$ cat config.mk
export PLATFORM = sky130hd
export DESIGN_NAME = gripper_motion_sequencer_core
export DESIGN_NICKNAME = d
export VERILOG_FILES = /design/src/design/gms_pkg.sv /design/src/design/gms_cfg.sv /design/src/design/gms_engine.sv /design/src/design/gripper_motion_sequencer_core.sv
export SDC_FILE = /design/constraint.sdc
export NUM_CORES = 1
export LEC_CHECK = 0
export ABC_AREA = 1
export BUFFER_PORTS_ARGS = -buffer_cell sky130_fd_sc_hd__buf_4
export CORE_MARGIN = 5
export CORE_UTILIZATION = 57
export DETAILED_ROUTE_END_ITERATION = 6
export PLACE_DENSITY = 0.76
export SLEW_MARGIN = 20
export SYNTH_ARGS = -nofsm -noshare
export SYNTH_HDL_FRONTEND = slang
export SYNTH_SLANG_ARGS = --single-unit
export TNS_END_PERCENT = 50
$ cat constraint.sdc
create_clock -name aclk -period 7.2 [get_ports aclk]
set_clock_uncertainty 0.15 [all_clocks]
set_input_delay 1.44 -clock aclk [delete_from_list [all_inputs] [get_ports aclk]]
set_output_delay 1.44 -clock aclk [all_outputs]
set_load 0.01 [all_outputs]
$ cat src/design/gms_pkg.sv
// Shared types and codes for the gripper motion sequencer.
package gms_pkg;

    localparam int CFG_BITS     = 16;
    localparam int CFG_IDX_BITS = 3;

    localparam logic [CFG_IDX_BITS-1:0] REG_AUTO_INIT      = 3'd0;
    localparam logic [CFG_IDX_BITS-1:0] REG_INIT_TIMEOUT   = 3'd1;
    localparam logic [CFG_IDX_BITS-1:0] REG_MOTION_TIMEOUT = 3'd2;
    localparam logic [CFG_IDX_BITS-1:0] REG_STATUS_GRACE   = 3'd3;
    localparam logic [CFG_IDX_BITS-1:0] REG_POS_TOLERANCE  = 3'd4;
    localparam logic [CFG_IDX_BITS-1:0] REG_STILL_EPSILON  = 3'd5;

    localparam logic [CFG_BITS-1:0] RST_INIT_TIMEOUT   = 16'd5000;
    localparam logic [CFG_BITS-1:0] RST_MOTION_TIMEOUT = 16'd10000;
    localparam logic [CFG_BITS-1:0] RST_STATUS_GRACE   = 16'd300;
    localparam logic [CFG_BITS-1:0] RST_POS_TOLERANCE  = 16'd10;
    localparam logic [CFG_BITS-1:0] RST_STILL_EPSILON  = 16'd2;

    localparam logic CMD_START = 1'b0;
    localparam logic CMD_TICK  = 1'b1;

    localparam logic [1:0] LBL_MOVING   = 2'd0;
    localparam logic [1:0] LBL_IN_PLACE = 2'd1;
    localparam logic [1:0] LBL_CLAMPING = 2'd2;
    localparam logic [1:0] LBL_DROPPING = 2'd3;

    localparam logic [1:0] WR_OK       = 2'd0;
    localparam logic [1:0] WR_REJECTED = 2'd1;

    localparam int TARGET_OUT_BITS = 16;

    typedef enum logic [1:0] {
        ACC_NONE  = 2'd0,
        ACC_READ  = 2'd1,
        ACC_INIT  = 2'd2,
        ACC_WRITE = 2'd3
    } access_t;

    typedef enum logic [3:0] {
        OC_NONE       = 4'd0,
        OC_REACHED    = 4'd1,
        OC_CLAMPED    = 4'd2,
        OC_NOTINIT    = 4'd3,
        OC_COMM       = 4'd4,
        OC_TIMEOUT    = 4'd5,
        OC_REJECTED   = 4'd6,
        OC_DROPPED    = 4'd7,
        OC_OBSTRUCTED = 4'd8
    } outcome_t;

    typedef struct packed {
        logic                auto_init_en;
        logic [CFG_BITS-1:0] init_timeout_ms;
        logic [CFG_BITS-1:0] motion_timeout_ms;
        logic [CFG_BITS-1:0] status_grace_ms;
        logic [CFG_BITS-1:0] position_tolerance;
        logic [CFG_BITS-1:0] still_epsilon;
    } cfg_t;

endpackage

$ cat src/design/gms_cfg.sv
// Configuration register file for the gripper motion sequencer.
module gms_cfg import gms_pkg::*; (
    input  logic                    aclk,
    input  logic                    aresetn,
    input  logic                    cfg_we,
    input  logic [CFG_IDX_BITS-1:0] cfg_index,
    input  logic [CFG_BITS-1:0]     cfg_data,
    output cfg_t                    cfg
);

    cfg_t cfg_reg;
    cfg_t cfg_next;

    always_comb begin
        cfg_next = cfg_reg;
        if (cfg_we) begin
            case (cfg_index)
                REG_AUTO_INIT:      cfg_next.auto_init_en       = cfg_data[0];
                REG_INIT_TIMEOUT:   cfg_next.init_timeout_ms    = cfg_data;
                REG_MOTION_TIMEOUT: cfg_next.motion_timeout_ms  = cfg_data;
                REG_STATUS_GRACE:   cfg_next.status_grace_ms    = cfg_data;
                REG_POS_TOLERANCE:  cfg_next.position_tolerance = cfg_data;
                REG_STILL_EPSILON:  cfg_next.still_epsilon      = cfg_data;
                default:            cfg_next = cfg_reg;
            endcase
        end
    end

    always_ff @(posedge aclk) begin
        if (!aresetn) begin
            cfg_reg.auto_init_en       <= 1'b1;
            cfg_reg.init_timeout_ms    <= RST_INIT_TIMEOUT;
            cfg_reg.motion_timeout_ms  <= RST_MOTION_TIMEOUT;
            cfg_reg.status_grace_ms    <= RST_STATUS_GRACE;
            cfg_reg.position_tolerance <= RST_POS_TOLERANCE;
            cfg_reg.still_epsilon      <= RST_STILL_EPSILON;
        end else begin
            cfg_reg <= cfg_next;
        end
    end

    assign cfg = cfg_reg;

endmodule

$ cat src/design/gms_engine.sv
// Sequencer state, per-request step logic and result register.
module gms_engine import gms_pkg::*; #(
    parameter int TIME_BITS     = 32,
    parameter int POSITION_BITS = 16
) (
    input  logic                       aclk,
    input  logic                       aresetn,
    input  logic                       step_en,
    input  cfg_t                       cfg,
    input  logic                       item_command,
    input  logic [TIME_BITS-1:0]       item_now_ms,
    input  logic [POSITION_BITS-1:0]   item_target_position,
    input  logic                       item_read_ok,
    input  logic                       item_init_done,
    input  logic [1:0]                 item_clamp_label,
    input  logic [POSITION_BITS-1:0]   item_read_position,
    input  logic                       item_init_command_ok,
    input  logic [1:0]                 item_write_result,
    output logic                       res_accepted,
    output logic [2:0]                 res_seq_state,
    output logic [3:0]                 res_outcome,
    output logic [1:0]                 res_device_access,
    output logic [TARGET_OUT_BITS-1:0] res_target_out
);

    localparam int CW = (POSITION_BITS > CFG_BITS) ? POSITION_BITS : CFG_BITS;

    typedef enum logic [2:0] {
        PH_IDLE  = 3'd0,
        PH_CHECK = 3'd1,
        PH_INIT  = 3'd2,
        PH_WRITE = 3'd3,
        PH_WAIT  = 3'd4,
        PH_OK    = 3'd5,
        PH_FAIL  = 3'd6
    } phase_t;

    function automatic logic [POSITION_BITS-1:0] absdiff(
        input logic [POSITION_BITS-1:0] a,
        input logic [POSITION_BITS-1:0] b
    );
        return (a > b) ? (a - b) : (b - a);
    endfunction

    phase_t                   phase_reg, phase_next;
    outcome_t                 result_code_reg, result_code_next;
    logic [POSITION_BITS-1:0] goal_reg, goal_next;
    logic                     init_pending_reg, init_pending_next;
    logic                     motion_reg, motion_next;
    logic [TIME_BITS-1:0]     init_deadline_reg, init_deadline_next;
    logic [TIME_BITS-1:0]     move_deadline_reg, move_deadline_next;
    logic [TIME_BITS-1:0]     last_motion_reg, last_motion_next;
    logic [POSITION_BITS-1:0] start_pos_reg, start_pos_next;
    logic [POSITION_BITS-1:0] latest_pos_reg, latest_pos_next;
    logic [1:0]               first_label_reg, first_label_next;
    logic                     first_label_valid_reg, first_label_valid_next;
    logic                     label_changed_reg, label_changed_next;
    logic [POSITION_BITS-1:0] prev_pos_reg, prev_pos_next;
    logic                     prev_pos_valid_reg, prev_pos_valid_next;

    logic                       res_accepted_reg, res_accepted_next;
    access_t                    res_access_reg, res_access_next;
    logic [TARGET_OUT_BITS-1:0] res_target_reg, res_target_next;

    // wait-phase poll evaluation
    logic                 moved;
    logic                 near_goal;
    logic                 poll_motion;
    logic [TIME_BITS-1:0] poll_last_motion;
    logic [TIME_BITS-1:0] grace_gap;
    logic                 in_grace;
    logic                 poll_label_changed;
    logic [TIME_BITS-1:0] move_gap;
    logic [TIME_BITS-1:0] init_gap;
    logic                 move_hit;
    logic                 init_hit;
    logic                 idle_like;

    assign moved = CW'(absdiff(item_read_position, prev_pos_reg)) > CW'(cfg.still_epsilon);
    assign near_goal = CW'(absdiff(item_read_position, goal_reg))
                       <= CW'(cfg.position_tolerance);
    assign poll_motion = motion_reg | (prev_pos_valid_reg & moved)
                         | (item_clamp_label == LBL_MOVING);
    assign poll_last_motion = (!prev_pos_valid_reg || moved) ? item_now_ms : last_motion_reg;
    assign grace_gap = item_now_ms - poll_last_motion;
    assign in_grace = grace_gap < TIME_BITS'(cfg.status_grace_ms);
    assign poll_label_changed = label_changed_reg
                                | (first_label_valid_reg & (item_clamp_label != first_label_reg));
    assign move_gap = item_now_ms - move_deadline_reg;
    assign init_gap = item_now_ms - init_deadline_reg;
    assign move_hit = !move_gap[TIME_BITS-1];
    assign init_hit = !init_gap[TIME_BITS-1];
    assign idle_like = (phase_reg == PH_IDLE) || (phase_reg == PH_OK) || (phase_reg == PH_FAIL);

    always_comb begin
        phase_next             = phase_reg;
        result_code_next       = result_code_reg;
        goal_next              = goal_reg;
        init_pending_next      = init_pending_reg;
        motion_next            = motion_reg;
        init_deadline_next     = init_deadline_reg;
        move_deadline_next     = move_deadline_reg;
        last_motion_next       = last_motion_reg;
        start_pos_next         = start_pos_reg;
        latest_pos_next        = latest_pos_reg;
        first_label_next       = first_label_reg;
        first_label_valid_next = first_label_valid_reg;
        label_changed_next     = label_changed_reg;
        prev_pos_next          = prev_pos_reg;
        prev_pos_valid_next    = prev_pos_valid_reg;
        res_accepted_next      = 1'b1;
        res_access_next        = ACC_NONE;
        res_target_next        = '0;

        if (item_command == CMD_START) begin
            if (idle_like) begin
                goal_next              = item_target_position;
                result_code_next       = OC_NONE;
                init_pending_next      = 1'b0;
                motion_next            = 1'b0;
                init_deadline_next     = item_now_ms;
                move_deadline_next     = item_now_ms;
                last_motion_next       = item_now_ms;
                start_pos_next         = item_target_position;
                first_label_valid_next = 1'b0;
                label_changed_next     = 1'b0;
                prev_pos_valid_next    = 1'b0;
                phase_next             = PH_CHECK;
            end else begin
                res_accepted_next = 1'b0;
            end
        end else begin
            case (phase_reg)
                PH_CHECK: begin
                    res_access_next = ACC_READ;
                    if (!item_read_ok) begin
                        phase_next       = PH_FAIL;
                        result_code_next = OC_COMM;
                    end else begin
                        latest_pos_next = item_read_position;
                        if (item_init_done) begin
                            phase_next = PH_WRITE;
                        end else if (!cfg.auto_init_en) begin
                            phase_next       = PH_FAIL;
                            result_code_next = OC_NOTINIT;
                        end else begin
                            init_pending_next  = 1'b1;
                            init_deadline_next = item_now_ms
                                                 + TIME_BITS'(cfg.init_timeout_ms);
                            phase_next         = PH_INIT;
                        end
                    end
                end
                PH_INIT: begin
                    if (init_pending_reg) begin
                        res_access_next = ACC_INIT;
                        if (!item_init_command_ok) begin
                            phase_next       = PH_FAIL;
                            result_code_next = OC_COMM;
                        end else begin
                            init_pending_next = 1'b0;
                        end
                    end else begin
                        res_access_next = ACC_READ;
                        if (!item_read_ok) begin
                            phase_next       = PH_FAIL;
                            result_code_next = OC_COMM;
                        end else begin
                            latest_pos_next = item_read_position;
                            if (item_init_done) begin
                                phase_next = PH_WRITE;
                            end else if (init_hit) begin
                                phase_next       = PH_FAIL;
                                result_code_next = OC_TIMEOUT;
                            end
                        end
                    end
                end
                PH_WRITE: begin
                    res_access_next = ACC_WRITE;
                    res_target_next = TARGET_OUT_BITS'(goal_reg);
                    start_pos_next  = latest_pos_reg;
                    if (item_write_result == WR_REJECTED) begin
                        phase_next       = PH_FAIL;
                        result_code_next = OC_REJECTED;
                    end else if (item_write_result != WR_OK) begin
                        phase_next       = PH_FAIL;
                        result_code_next = OC_COMM;
                    end else begin
                        motion_next            = 1'b0;
                        first_label_valid_next = 1'b0;
                        label_changed_next     = 1'b0;
                        prev_pos_valid_next    = 1'b0;
                        last_motion_next       = item_now_ms;
                        move_deadline_next     = item_now_ms
                                                 + TIME_BITS'(cfg.motion_timeout_ms);
                        phase_next             = PH_WAIT;
                    end
                end
                PH_WAIT: begin
                    res_access_next = ACC_READ;
                    if (!item_read_ok) begin
                        phase_next       = PH_FAIL;
                        result_code_next = OC_COMM;
                    end else begin
                        latest_pos_next = item_read_position;
                        if (!first_label_valid_reg) begin
                            first_label_next       = item_clamp_label;
                            first_label_valid_next = 1'b1;
                        end
                        label_changed_next  = poll_label_changed;
                        motion_next         = poll_motion;
                        last_motion_next    = poll_last_motion;
                        prev_pos_next       = item_read_position;
                        prev_pos_valid_next = 1'b1;
                        if (!poll_motion && near_goal) begin
                            phase_next       = PH_OK;
                            result_code_next = OC_REACHED;
                        end else if (in_grace) begin
                            if (move_hit) begin
                                phase_next       = PH_FAIL;
                                result_code_next = OC_TIMEOUT;
                            end
                        end else if (poll_label_changed
                                     && item_clamp_label == LBL_DROPPING) begin
                            phase_next       = PH_FAIL;
                            result_code_next = OC_DROPPED;
                        end else if (poll_label_changed
                                     && item_clamp_label == LBL_CLAMPING) begin
                            if (goal_reg > start_pos_reg && item_read_position < goal_reg) begin
                                phase_next       = PH_OK;
                                result_code_next = OC_CLAMPED;
                            end else begin
                                phase_next       = PH_FAIL;
                                result_code_next = OC_OBSTRUCTED;
                            end
                        end else if (near_goal && (!poll_label_changed
                                     || item_clamp_label == LBL_IN_PLACE)) begin
                            phase_next       = PH_OK;
                            result_code_next = OC_REACHED;
                        end else if (move_hit) begin
                            phase_next       = PH_FAIL;
                            result_code_next = OC_TIMEOUT;
                        end
                    end
                end
                default: begin
                    phase_next = phase_reg;
                end
            endcase
        end
    end

    always_ff @(posedge aclk) begin
        if (!aresetn) begin
            phase_reg             <= PH_IDLE;
            result_code_reg       <= OC_NONE;
            init_pending_reg      <= 1'b0;
            motion_reg            <= 1'b0;
            first_label_valid_reg <= 1'b0;
            label_changed_reg     <= 1'b0;
            prev_pos_valid_reg    <= 1'b0;
        end else if (step_en) begin
            phase_reg             <= phase_next;
            result_code_reg       <= result_code_next;
            init_pending_reg      <= init_pending_next;
            motion_reg            <= motion_next;
            first_label_valid_reg <= first_label_valid_next;
            label_changed_reg     <= label_changed_next;
            prev_pos_valid_reg    <= prev_pos_valid_next;
        end
    end

    always_ff @(posedge aclk) begin
        if (step_en) begin
            goal_reg          <= goal_next;
            init_deadline_reg <= init_deadline_next;
            move_deadline_reg <= move_deadline_next;
            last_motion_reg   <= last_motion_next;
            start_pos_reg     <= start_pos_next;
            latest_pos_reg    <= latest_pos_next;
            first_label_reg   <= first_label_next;
            prev_pos_reg      <= prev_pos_next;
            res_accepted_reg  <= res_accepted_next;
            res_access_reg    <= res_access_next;
            res_target_reg    <= res_target_next;
        end
    end

    assign res_accepted      = res_accepted_reg;
    assign res_seq_state     = phase_reg;
    assign res_outcome       = result_code_reg;
    assign res_device_access = res_access_reg;
    assign res_target_out    = res_target_reg;

    a_outcome_iff_terminal: assert property (@(posedge aclk) disable iff (!aresetn)
        ((phase_reg == PH_OK) || (phase_reg == PH_FAIL)) == (result_code_reg != OC_NONE))
        else $error("outcome does not match terminal phase");

    a_refused_start_holds: assert property (@(posedge aclk) disable iff (!aresetn)
        (step_en && item_command == CMD_START && !idle_like)
        |=> ($stable(phase_reg) && $stable(goal_reg)))
        else $error("refused start changed the sequence");

endmodule

$ cat src/design/gripper_motion_sequencer_core.sv
// Top level of the gripper motion sequencer: request/result handshake and registers.
//
// Input channel (s_*): one request per valid/ready handshake. command selects a
// start (latches target_position) or a tick (carries time and the device answer
// to the access made in the current phase). A start during a running move is
// refused but still produces a result with accepted low.
// Result channel (m_*): exactly one result per request, in order, giving
// accepted, the phase after the request, the outcome, the device access used
// and the target driven with a write access.
// A taken request lands in the input register; the step logic loads the result
// register from it once the result channel can take a new result.
// Throughput: one request per cycle while m_ready is high; the state update is a
// single pass of compares and 32-bit adds between input and result registers.
// Stall: when m_ready is low the result register holds, the next request waits
// in the input register, and s_ready drops once both are full.
// Configuration (cfg_*): write-only, one register per cycle, no wait states; the user
// must write it only while no request is in flight; the block does not enforce it.
// Reset (aresetn low, synchronous): phase idle, outcome none, registers back to
// their defaults, both pipeline stages empty.
module gripper_motion_sequencer_core import gms_pkg::*; #(
    parameter int TIME_BITS     = 32,
    parameter int POSITION_BITS = 16
) (
    input  logic                       aclk,
    input  logic                       aresetn,
    input  logic                       cfg_we,
    input  logic [CFG_IDX_BITS-1:0]    cfg_index,
    input  logic [CFG_BITS-1:0]        cfg_data,
    input  logic                       s_valid,
    output logic                       s_ready,
    input  logic                       s_command,
    input  logic [TIME_BITS-1:0]       s_now_ms,
    input  logic [POSITION_BITS-1:0]   s_target_position,
    input  logic                       s_read_ok,
    input  logic                       s_init_done,
    input  logic [1:0]                 s_clamp_label,
    input  logic [POSITION_BITS-1:0]   s_read_position,
    input  logic                       s_init_command_ok,
    input  logic [1:0]                 s_write_result,
    output logic                       m_valid,
    input  logic                       m_ready,
    output logic                       m_accepted,
    output logic [2:0]                 m_seq_state,
    output logic [3:0]                 m_outcome,
    output logic [1:0]                 m_device_access,
    output logic [TARGET_OUT_BITS-1:0] m_target_out
);

    cfg_t cfg;

    logic in_valid_reg, in_valid_next;
    logic out_valid_reg, out_valid_next;
    logic s_fire;
    logic step_en;

    logic                     in_command_reg;
    logic [TIME_BITS-1:0]     in_now_ms_reg;
    logic [POSITION_BITS-1:0] in_target_position_reg;
    logic                     in_read_ok_reg;
    logic                     in_init_done_reg;
    logic [1:0]               in_clamp_label_reg;
    logic [POSITION_BITS-1:0] in_read_position_reg;
    logic                     in_init_command_ok_reg;
    logic [1:0]               in_write_result_reg;

    assign step_en = in_valid_reg && (!out_valid_reg || m_ready);
    assign s_ready = !in_valid_reg || step_en;
    assign s_fire  = s_valid && s_ready;

    always_comb begin
        in_valid_next  = in_valid_reg;
        out_valid_next = out_valid_reg;
        if (s_fire) begin
            in_valid_next = 1'b1;
        end else if (step_en) begin
            in_valid_next = 1'b0;
        end
        if (step_en) begin
            out_valid_next = 1'b1;
        end else if (m_ready) begin
            out_valid_next = 1'b0;
        end
    end

    always_ff @(posedge aclk) begin
        if (!aresetn) begin
            in_valid_reg  <= 1'b0;
            out_valid_reg <= 1'b0;
        end else begin
            in_valid_reg  <= in_valid_next;
            out_valid_reg <= out_valid_next;
        end
    end

    always_ff @(posedge aclk) begin
        if (s_fire) begin
            in_command_reg         <= s_command;
            in_now_ms_reg          <= s_now_ms;
            in_target_position_reg <= s_target_position;
            in_read_ok_reg         <= s_read_ok;
            in_init_done_reg       <= s_init_done;
            in_clamp_label_reg     <= s_clamp_label;
            in_read_position_reg   <= s_read_position;
            in_init_command_ok_reg <= s_init_command_ok;
            in_write_result_reg    <= s_write_result;
        end
    end

    gms_cfg u_cfg (
        .aclk      (aclk),
        .aresetn   (aresetn),
        .cfg_we    (cfg_we),
        .cfg_index (cfg_index),
        .cfg_data  (cfg_data),
        .cfg       (cfg)
    );

    gms_engine #(
        .TIME_BITS     (TIME_BITS),
        .POSITION_BITS (POSITION_BITS)
    ) u_engine (
        .aclk                 (aclk),
        .aresetn              (aresetn),
        .step_en              (step_en),
        .cfg                  (cfg),
        .item_command         (in_command_reg),
        .item_now_ms          (in_now_ms_reg),
        .item_target_position (in_target_position_reg),
        .item_read_ok         (in_read_ok_reg),
        .item_init_done       (in_init_done_reg),
        .item_clamp_label     (in_clamp_label_reg),
        .item_read_position   (in_read_position_reg),
        .item_init_command_ok (in_init_command_ok_reg),
        .item_write_result    (in_write_result_reg),
        .res_accepted         (m_accepted),
        .res_seq_state        (m_seq_state),
        .res_outcome          (m_outcome),
        .res_device_access    (m_device_access),
        .res_target_out       (m_target_out)
    );

    assign m_valid = out_valid_reg;

    a_access_only_when_accepted: assert property (@(posedge aclk) disable iff (!aresetn)
        (m_valid && m_device_access != ACC_NONE) |-> m_accepted)
        else $error("device access reported for a refused request");

    a_target_only_on_write: assert property (@(posedge aclk) disable iff (!aresetn)
        (m_valid && m_device_access != ACC_WRITE) |-> (m_target_out == '0))
        else $error("target driven without a write access");

    a_result_follows_step: assert property (@(posedge aclk) disable iff (!aresetn)
        step_en |=> m_valid)
        else $error("processed request produced no result");

endmodule
==> results of run 1 <==
## kinds of logic (layout without fill, tap and decap cells)
family,Yosys count,in the layout
AO/OA/AOI/OAI,574,574
XOR/XNOR,90,90
adder cells (fa/ha/maj),244,244
buffers and inverters,557,770
flip-flops,347,347
multiplexers,12,12
AND/OR/NAND/NOR,1012,1014
## critical path, delay by kind of cell, from the launching register on
| kind | cells | cell delay [ps] |
|---|---|---|
| muxes | 2 | 540 |
| DFF | 1 | 400 |
| adders and majority gates | 5 | 1290 |
| AOI/OAI and AO/OA | 8 | 1180 |
| and+or+nand+nor | 22 | 2190 |
| xor gates and xnor gates | 2 | 340 |
| buffers and inverters | 9 | 810 |
## cell usage in the layout (no fill, tap or decap), types with 34 or more instances in the layout
cell type and n:
o21ai_0 204, buf_4 192, ha_1 229, nand3_1 83
nand4_1 36, inv_1 474, xor2_1 60, nand2_2 40
edfxtp_1 253, a21oi_1 219, clkbuf_16 42, nand2_1 529
dfxtp_1 94, nor3_1 34, nor2_1 216
## per-layer routing
metal  GRT usage (%)  part of all wire (%)  vias to the layer above
met5               0                     0                        -
met4           14.28                   5.1                        0
met3           3.054                   5.9                      172
met2           49.49                    49                      696
met1           35.62                    40                     9272
li1                -                     -                     9836
## layout make-up
cell class	count	area [µm²]
fillers	3355	13610
clock inverters	24	265.3
clock buffers	49	1066
inverters	498	1878
multi-input cells	1934	12120
flip-flops and latches	347	9479
repair buffers	199	1564
well taps	532	665.6
## path summary, 6_finish.rpt
| path | endpoint | cells after the start |
|---|---|---|
| setup / recovery | u_engine.res_outcome[3]$_SDFFE_PN0P_ | 48 |
| hold / removal | u_engine.goal_reg[10]$_DFFE_PP_ | 0 |
| setup reg to reg | u_engine.res_outcome[3]$_SDFFE_PN0P_ | 48 |
| hold reg to reg | u_engine.goal_reg[10]$_DFFE_PP_ | 0 |
## power groups by stage
stage	sequential, µW	clock [µW]	combinational, µW
floorplan	2310	0	651
global placement	2330	0	927
detailed placement	2330	0	953
CTS	2290	2110	959
global route	2290	2200	1130
finish	2290	2070	1020
## metrics by stage
step | power [µW] | cells | worst slack, ps | instance area (µm²)
6_report | 5376 | 3583 | 194.7 | 27040
5_1_grt | 5623 | 3583 | -235.4 | 27040
4_1_cts | 5352 | 3565 | 16.56 | 26480
3_5_place_dp | 3280 | 3492 | -84.17 | 25140
3_3_place_gp | 3253 | 3491 | 16.13 | 25120
2_1_floorplan | 2958 | 2836 | 143.8 | 23280
## repair_timing
| action | in CTS | in global routing |
|---|---|---|
| gates resized for setup | 3 | 106 |
| hold buffers | 0 | 0 |
| endpoints found under the setup margin | 6 | 6 |
| pin swaps | 1 | 42 |
| cloned | 0 | 3 |
| setup buffers | 0 | 15 |
==> metrics.cfg, run 1 <==
[outcome]
status = finished, final reports clean

[yosys]
synth_top_family_by_area = simple AND/OR/NAND/NOR gates
async_reset_ff_share_pct = 0
synth.largest_area_cell = edfxtp_1
ys_ff_latch = 347
yosys.area_share.adder_pct = 13.31
synth_xor_area_share_pct = 3.385
synth_mux_area_share_pct = 0.5159
synth_compound_area_share_pct = 13.81
ys_seq_area_share_pct = 40.71
synth.area.top_cells = edfxtp_1, ha_1, nand2_1
synth.distinct_cells = 62
syn_area_um2 = 23280
netlist.area_leader.share_pct = 32.63
synth_ff_type = edfxtp_1
synthMostInstantiatedCell = nand2_1
synth_edf_count = 253
avgSynthCellArea_um2 = 8.210
synth_fp_nets = 3176
yosysWarningCount = 0
syn_inst = 2836
synth_common_cells = nand2_1, inv_1, edfxtp_1
synthSimpleGateAreaFrac_pct = 19.16

[final_layout]
antenna_cells = 0
syn2layout_area_growth_pct = 16.13
finish.net_count = 3360
drive_above_1_share_pct = 14.19
largest_reg_flops = 81
final_core_util_pct = 66.52

[placed_design]
gp_congestion = 0.9470
hpwl_um = 50850
port_buffers = 123

[setup_path]
r2r_slack_ps = 190
crit_start = in_read_position_reg[0]$_DFFE_PP_
worst_path_largest_cell_delay_ps = 400
reg2reg_from = in_read_position_reg[0]$_DFFE_PP_
startpoint_type = register
cp.arrival_ps = 7360
crit_fanout = 5
cpMostUsedCell = nand2_2
crit_path_end_kind = register
required_ps = 7560
cp_slowest_cell = edfxtp_1
path_class = register to register

[power]
switching_power_uw = 1549
comb_power_share_pct = 18.9
sequentialPowerShare_pct = 42.6
p_leak_uw = 0.01256
sw_frac_of_total_pct = 28.82
internal_power_uw = 3827
power_density_nw_per_um2 = 198.8
ir_drop_uv = 215.7
p_clk_share_pct = 38.5

[route]
via_per_inst = 5.575
ant_nets = 0
wirelength_um = 66220
wl_per_cell_um = 18.48
drt_pass1_iterations = 6
drc = 0
vias = 19980
dr.first_iter.drc_count = 1637

[timing]
hold_violations = 0
rsz0062_at_grt = true
setup_violations = 0
slew_headroom_pct = 28.79
finalSetupTns_ps = 0
maxSlewViolCount = 0
worst_slew_pin_slew_ps = 1068
min_period_over_period_pct = 97.30
fmax_ghz = 0.1427
min_period_ps = 7005
hold_ws_ps = 296.0

[floorplan]
dieArea_um2 = 44990
die_y_um = 212.1
coreArea_um2 = 40650
io_pins = 124
start_util_pct = 57.28
die-width_um = 212.1
rows = 74

[grt]
grt_max_degree = 85
antenna_found_initial = 0
grt_pass1_wl_um = 101900
grt_usage_pct = 28.57
grt_pass1_vias = 19560
grt.overflow.total = 0

[clocking]
htreeDepth = 2
cts.path.max_buffers = 3
cts_tree = done
cts_root_buf = clkbuf_16
cts_buffers = 40
clock-sinks = 347
clk_latency_ps = 580
clk_pin_slew_ps = 60

[worst_hold_path]
min_path_type = register to register
min-delay-start = in_target_position_reg[10]$_DFFE_PP_

[run]
drv_cap = 0

No activity file was read; power rests on OpenSTA's default activity.
==> run 2: changes to the inputs <==
Settings changed: ABC_AREA 1 to default.
==> run 2 against run 1 <==
The flow now finishes with violations (setup timing); highest routed layer unchanged; core utilization is 2.9 points higher; routed wire length is 0.60% higher; critical path depth is 2 higher; register-to-register slack worse by 2600 ps.
==> metrics.cfg, run 2 <==
[yosys]
synth_top_family_by_area = compound AO/OA/AOI/OAI gates  ; was simple AND/OR/NAND/NOR gates
yosys.area_share.adder_pct = 13.79  ; was 13.31%
yosysWarningCount = 0  ; unchanged
ys_ff_latch = 347  ; unchanged
synthMostInstantiatedCell = nand2_1  ; unchanged
ys_seq_area_share_pct = 40.70  ; was 40.71%
synth_fp_nets = 2836  ; was 3176
synth_edf_count = 253  ; unchanged
synth_ff_type = edfxtp_1  ; unchanged
syn_inst = 2496  ; was 2836
synth_compound_area_share_pct = 17.78  ; was 13.81%
synthSimpleGateAreaFrac_pct = 15.22  ; was 19.16%
synth.area.top_cells = edfxtp_1, ha_1, dfxtp_1  ; was edfxtp_1, ha_1, nand2_1
avgSynthCellArea_um2 = 9.330  ; was 8.210 µm²
synth.largest_area_cell = edfxtp_1  ; unchanged
synth_xor_area_share_pct = 3.986  ; was 3.385%
async_reset_ff_share_pct = 0  ; unchanged
syn_area_um2 = 23290  ; was 23280 µm²
synth.distinct_cells = 73  ; was 62
synth_mux_area_share_pct = 3.277  ; was 0.5159%
synth_common_cells = nand2_1, edfxtp_1, ha_1  ; was nand2_1, inv_1, edfxtp_1
netlist.area_leader.share_pct = 32.62  ; was 32.63%

[setup_path]
worst_path_largest_cell_delay_ps = 450  ; was 400 ps
crit_start = in_read_position_reg[0]$_DFFE_PP_  ; unchanged
crit_fanout = 6  ; was 5
r2r_slack_ps = -2390  ; was 190 ps
path_class = register to register  ; unchanged
cp_slowest_cell = or4_4  ; was edfxtp_1
r2r_end = u_engine.res_seq_state[1]$_SDFFE_PN0P_  ; was u_engine.res_outcome[3]$_SDFFE_PN0P_
reg2reg_from = in_read_position_reg[0]$_DFFE_PP_  ; unchanged
critical_path.endpoint = u_engine.res_seq_state[1]$_SDFFE_PN0P_  ; was u_engine.res_outcome[3]$_SDFFE_PN0P_
crit_path_end_kind = register  ; unchanged
cpMostUsedCell = a21oi_2  ; was nand2_2
reg2regPathDepth = 50  ; was 48
cp.arrival_ps = 9890  ; was 7360 ps
startpoint_type = register  ; unchanged
required_ps = 7500  ; was 7560 ps

[timing]
worst_slew_pin_slew_ps = 1027  ; was 1068 ps
fmax_ghz = 0.1043  ; was 0.1427 GHz
slew_headroom_pct = 31.20  ; was 28.79%
setup_violations = 6  ; was 0
hold_violations = 0  ; unchanged
maxSlewViolCount = 0  ; unchanged
timing.final.ws_setup_ps = -2389  ; was 194.7 ps
min_period_over_period_pct = 133.2  ; was 97.30%
hold_ws_ps = 298.4  ; was 296.0 ps
rsz0062_at_grt = true  ; unchanged
min_period_ps = 9589  ; was 7005 ps
finalSetupTns_ps = -13530  ; was 0 ps

[final_layout]
final_cell_mix = buf_4, nand2_1, edfxtp_1  ; was nand2_1, inv_1, edfxtp_1
fill_cells = 3184  ; was 3355
finish.net_count = 3180  ; was 3360
largest_reg_flops = 81  ; unchanged
final_common_cell = buf_4  ; was nand2_1
syn2layout_area_growth_pct = 21.13  ; was 16.13%
antenna_cells = 0  ; unchanged
drive_above_1_share_pct = 20.10  ; was 14.19%
final_cell_area_um2 = 28210  ; was 27040 µm²

[floorplan]
start_util_pct = 57.30  ; was 57.28%
coreArea_um2 = 40650  ; unchanged
die-width_um = 212.1  ; about the same
rows = 74  ; unchanged
dieArea_um2 = 45000  ; was 44990 µm²
io_pins = 124  ; unchanged
die_y_um = 212.1  ; about the same

[power]
power_density_nw_per_um2 = 193.5  ; was 198.8 nW/µm²
p_clk_share_pct = 37.4  ; was 38.5%
comb_power_share_pct = 20.4  ; was 18.9%
p_total_uw = 5458  ; was 5376 µW
internal_power_uw = 3933  ; was 3827 µW
sw_frac_of_total_pct = 27.94  ; was 28.82%
switching_power_uw = 1525  ; was 1549 µW
sequentialPowerShare_pct = 42.1  ; was 42.6%
p_leak_uw = 0.01225  ; was 0.01256 µW
ir_drop_uv = 234.5  ; was 215.7 µV

[grt]
grt_max_degree = 94  ; was 85
grt_pass1_vias = 20010  ; was 19.56k
grt_pass1_wl_um = 104800  ; was 101900 µm
grt.overflow.total = 0  ; unchanged
antenna_found_initial = 0  ; unchanged
grt_usage_pct = 29.11  ; was 28.57%

[route]
wirelength_um = 66610  ; was 66220 µm
ant_nets = 0  ; unchanged
drc = 0  ; unchanged
drt_pass1_iterations = 5  ; was 6
vias = 19710  ; was 19.98k
dr.first_iter.drc_count = 1307  ; was 1637
via_per_inst = 5.792  ; was 5.575
wl_per_cell_um = 19.57  ; was 18.48 µm

[placed_design]
gp_congestion = 0.8914  ; was 0.9470
hpwl_um = 51150  ; was 50850 µm
port_buffers = 123  ; unchanged
place_area_um2 = 26540  ; was 25140 µm²

[clocking]
clk_latency_ps = 590  ; was 580 ps
hold_buffers = 0  ; unchanged
clock-sinks = 347  ; unchanged
htreeDepth = 2  ; unchanged
cts_root_buf = clkbuf_16  ; unchanged
cts.path.max_buffers = 3  ; unchanged
clk_pin_slew_ps = 60  ; about the same
cts_tree = done  ; unchanged
cts_buffers = 39  ; was 40

[run]
drv_cap = 0  ; unchanged

[outcome]
status = finished with violations  ; was finished, final reports clean
violations = setup timing

[worst_hold_path]
min_path_type = register to register  ; unchanged

run 2: changes by cell type after synthesis, moves of 35 or more:
| cell | delta |
|---|---|
| a21oi_1 | -70 |
| nand3_1 | -35 |
| o21ai_0 | -68 |
| nor2_1 | -76 |
| nor2b_1 | +46 |
| inv_1 | -255 |
| a21boi_0 | +79 |
| nand2_1 | -244 |
| a21o_1 | +66 |
run 2: layout make-up:
cell class,instances,area [µm²],share of cell area (%)
Clock buffer,54,1157,4.103
Clock inverter,18,166.4,0.5899
Inverter,233,874.6,3.100
Multi-Input combinational cell,1825,12880,45.65
Sequential cell,347,9479,33.60
Tap cell,532,665.6,2.360
Timing Repair Buffer,394,2989,10.60
run 2: per-layer routing:
| layer | track usage, % | routed length [µm] |
|---|---|---|
| met1 | 35.52 | 26720 |
| met2 | 52.74 | 34350 |
| met3 | 3.777 | 3091 |
| met4 | 10.68 | 2454 |
| met5 | 0 | 0 |
run 2: cell families (layout without fill, tap and decap cells):
logic type	count (synthesis)	after routing
simple gates	756	756
compound gates	636	636
flops	347	347
fa+ha+maj	255	255
buf+inv	324	699
xor+xnor	106	106
mux	72	72
run 2: worst min-delay path by stage:
stage / depth (start not counted) / endpoint / slack, ps / startpoint
final: 0 / u_engine.goal_reg[9]$_DFFE_PP_ / 300 / in_target_position_reg[9]$_DFFE_PP_
after global routing: 0 / u_engine.goal_reg[7]$_DFFE_PP_ / 310 / in_target_position_reg[7]$_DFFE_PP_
after CTS: 0 / u_engine.goal_reg[4]$_DFFE_PP_ / 300 / in_target_position_reg[4]$_DFFE_PP_
after detailed placement: 0 / u_engine.goal_reg[4]$_DFFE_PP_ / 290 / in_target_position_reg[4]$_DFFE_PP_
after global placement: 0 / u_engine.goal_reg[7]$_DFFE_PP_ / 270 / in_target_position_reg[7]$_DFFE_PP_
after floorplan: 0 / u_engine.goal_reg[0]$_DFFE_PP_ / 270 / in_target_position_reg[0]$_DFFE_PP_
run 2: power groups by stage:
stage / registers (µW) / logic, µW / clock network (µW)
global placement: 2340 / 1040 / 0
floorplan: 2310 / 655 / 0
finish: 2300 / 1120 / 2040
global route: 2310 / 1230 / 2170
CTS: 2300 / 1090 / 2080
detailed placement: 2340 / 1070 / 0
run 2: what timing repair did:
item,in CTS,in global routing
resized for setup,18,40
buffers inserted,7,5
pin swaps,35,30
setup endpoints to repair,6,6
gates cloned,0,0
run 2: worst max-delay path, delay by kind of cell, from the launching register on:
family	cells	cell delay [ps]
buffers and inverters	5	570
muxes	1	300
AOI/OAI and AO/OA	22	4480
and+or+nand+nor	15	2070
adders and majority gates	5	1210
xor gates and xnor gates	2	290
DFF	1	400
run 2: through the flow:
step / setup slack, ps / utilization, % / instances
final: -2389 / 69.40 / 3403
after floorplan: -2216 / - / 2496
after global placement: -2707 / 65.28 / 3319
after global routing: -2858 / 69.40 / 3403
after CTS: -2575 / 68.85 / 3397
after detailed placement: -2960 / 65.29 / 3319
==> run 3: changes to the inputs <==
Settings changed: CELL_PAD_IN_SITES_DETAIL_PLACEMENT from default to 1, CELL_PAD_IN_SITES_GLOBAL_PLACEMENT from default to 1, CORE_UTILIZATION 57 to 44, PLACE_DENSITY 0.76 to 0.75.
==> run 3 against run 2 <==
The run still ends with setup timing left; critical path depth is 2 lower; maximum frequency fell by 4.1%; die area up 28%; routed wire length is 15% higher; non-clock buffer count rose by 36; worst setup slack worse by 410 ps; power is 3.8% higher; critical path type unchanged; count of clock-buffer cells in the layout increased by 3; core utilization decreased by 15 points; final area grew 2.0%.
==> metrics.cfg, run 3 (synthesized netlist as in run 2, its figures left out) <==
[setup_path]
path_class = register to register  ; unchanged
crit_fanout = 7  ; was 6
startpoint_type = register  ; unchanged
path_delay_family = compound AO/OA/AOI/OAI gates  ; unchanged
cp_slowest_cell = o41a_1  ; was or4_4
crit_path_end_kind = register  ; unchanged
worst_path_largest_cell_delay_ps = 500  ; was 450 ps
required_ps = 7530  ; was 7500 ps
cp.buffers_inverters = 5  ; unchanged
cpMostUsedCell = a21oi_2  ; unchanged
cp.arrival_ps = 10330  ; was 9890 ps

[clocking]
clk_latency_ps = 590  ; about the same
clk_pin_slew_ps = 60  ; about the same
clock-sinks = 347  ; unchanged
htreeDepth = 2  ; unchanged
cts.path.max_buffers = 3  ; unchanged
cts_root_buf = clkbuf_16  ; unchanged
cts_tree = done  ; unchanged
cts_buffers = 41  ; was 39

[grt]
grt.overflow.total = 0  ; unchanged
grt_pass1_vias = 21990  ; was 20.01k
grt_pass1_wl_um = 119700  ; was 104800 µm
grt_max_degree = 94  ; unchanged
antenna_found_initial = 0  ; unchanged
grt_usage_pct = 26.01  ; was 29.11%

[final_layout]
finish.net_count = 3218  ; was 3180
largest_reg_flops = 81  ; unchanged
final_common_cell = buf_4  ; unchanged
stdcell_count = 3598  ; was 3403
drive_above_1_share_pct = 21.00  ; was 20.10%
final_cell_mix = buf_4, nand2_1, edfxtp_1  ; unchanged
antenna_cells = 0  ; unchanged
syn2layout_area_growth_pct = 23.55  ; was 21.13%

[power]
switching_power_uw = 1607  ; was 1525 µW
internal_power_uw = 4058  ; was 3933 µW
sw_frac_of_total_pct = 28.37  ; was 27.94%
ir_drop_uv = 233.4  ; was 234.5 µV
comb_power_share_pct = 20.6  ; was 20.4%
sequentialPowerShare_pct = 40.7  ; was 42.1%
p_clk_share_pct = 38.7  ; was 37.4%
p_leak_uw = 0.01248  ; was 0.01225 µW
power_density_nw_per_um2 = 196.9  ; was 193.5 nW/µm²

[placed_design]
placedCellCount = 3490  ; was 3319
dp_worst_setup_slack_ps = -3336  ; was -2960 ps
port_buffers = 123  ; unchanged
hpwl_um = 59010  ; was 51150 µm
gp_congestion = 0.9163  ; was 0.8914

[route]
wl_per_cell_um = 21.28  ; was 19.57 µm
via_per_inst = 5.598  ; was 5.792
ant_nets = 0  ; unchanged
wirelength_um = 76580  ; was 66610 µm
dr.first_iter.drc_count = 916  ; was 1307
drt_pass1_iterations = 5  ; unchanged
drc = 0  ; unchanged
vias = 20140  ; was 19.71k

[floorplan]
rows = 84  ; was 74
io_pins = 124  ; unchanged
coreArea_um2 = 52550  ; was 40650 µm²
die-width_um = 240.1  ; was 212.1 µm
die_y_um = 240.1  ; was 212.1 µm
start_util_pct = 44.32  ; was 57.30%
dieArea_um2 = 57630  ; was 45000 µm²

[worst_hold_path]
min_path_type = register to register  ; unchanged

[timing]
fmax_ghz = 0.09998  ; was 0.1043 GHz
setup_violations = 6  ; unchanged
min_period_over_period_pct = 138.9  ; was 133.2%
finalSetupTns_ps = -16240  ; was -13530 ps
slew_headroom_pct = 38.73  ; was 31.20%
rsz0062_at_grt = true  ; unchanged
hold_violations = 0  ; unchanged
min_period_ps = 10000  ; was 9589 ps
maxSlewViolCount = 0  ; unchanged
timing.final.ws_setup_ps = -2802  ; was -2389 ps
worst_slew_pin_slew_ps = 918.1  ; was 1027 ps

[outcome]
violations = setup timing  ; unchanged
status = finished with violations  ; unchanged

[run]
drv_cap = 0  ; unchanged

## run 3: worst reg2reg max path, delay by kind of cell (launching register included)
kind	cells	cell delay (ps)
AOI/OAI and AO/OA	24	5120
xor gates and xnor gates	2	360
adders and majority gates	5	1240
buffers and inverters	5	630
DFF	1	410
muxes	1	300
and+or+nand+nor	11	1710
## run 3: what timing repair did
action / 4_1_cts / 5_1_grt
pin swaps: 13 / 16
buffers inserted: 28 / 5
gates resized for setup: 22 / 24
hold endpoints to repair: 0 / 0
hold buffers: 0 / 0
endpoints found under the setup margin: 6 / 6
## run 3: cell type report
cell class                      instances  area (µm²)
Sequential cell                       347        9479
Multi-Input combinational cell       1825       12870
Tap cell                              688       860.8
Inverter                              233       874.6
Fill cell                            5972       23780
Clock buffer                           57        1181
Clock inverter                         18       257.7
Timing Repair Buffer                  430        3248
## run 3: per-layer routing
metal	up-vias	GRT usage (%)	part of all wire (%)	routed length, µm
met2	321	48.98	53	40380
met5	-	0	0	0
met1	10020	30.32	41	31250
met3	145	3.154	2.9	2194
li1	9659	-	-	-
met4	0	9.285	3.6	2754
## run 3: stage by stage
step / hold WS (ps) / util (%) / power [µW] / cell area [µm²]
floorplan: 272.2 / - / 2967 / 23370
global placement: 275.1 / 51.08 / 3404 / 26840
detailed placement: 282.2 / 51.09 / 3454 / 26850
CTS: 298.1 / 54.37 / 5687 / 28570
global route: 303.7 / 54.75 / 5927 / 28770
finish: 296.8 / 54.75 / 5665 / 28770
## run 3: final timing paths
check	to	cells past startpoint	startpoint	slack, ps
min reg2reg	u_engine.goal_reg[9]$_DFFE_PP_	0	in_target_position_reg[9]$_DFFE_PP_	300
max reg2reg	u_engine.res_seq_state[1]$_SDFFE_PN0P_	48	in_read_position_reg[0]$_DFFE_PP_	-2800
min	u_engine.goal_reg[9]$_DFFE_PP_	0	in_target_position_reg[9]$_DFFE_PP_	300
max	u_engine.res_seq_state[1]$_SDFFE_PN0P_	48	in_read_position_reg[0]$_DFFE_PP_	-2800
## run 3: power groups by stage
stage | registers [µW] | clock network, µW | logic [µW]
6_report | 2300 | 2190 | 1170
2_1_floorplan | 2310 | 0 | 655
3_3_place_gp | 2340 | 0 | 1060
5_1_grt | 2310 | 2330 | 1280
3_5_place_dp | 2350 | 0 | 1110
4_1_cts | 2300 | 2240 | 1140
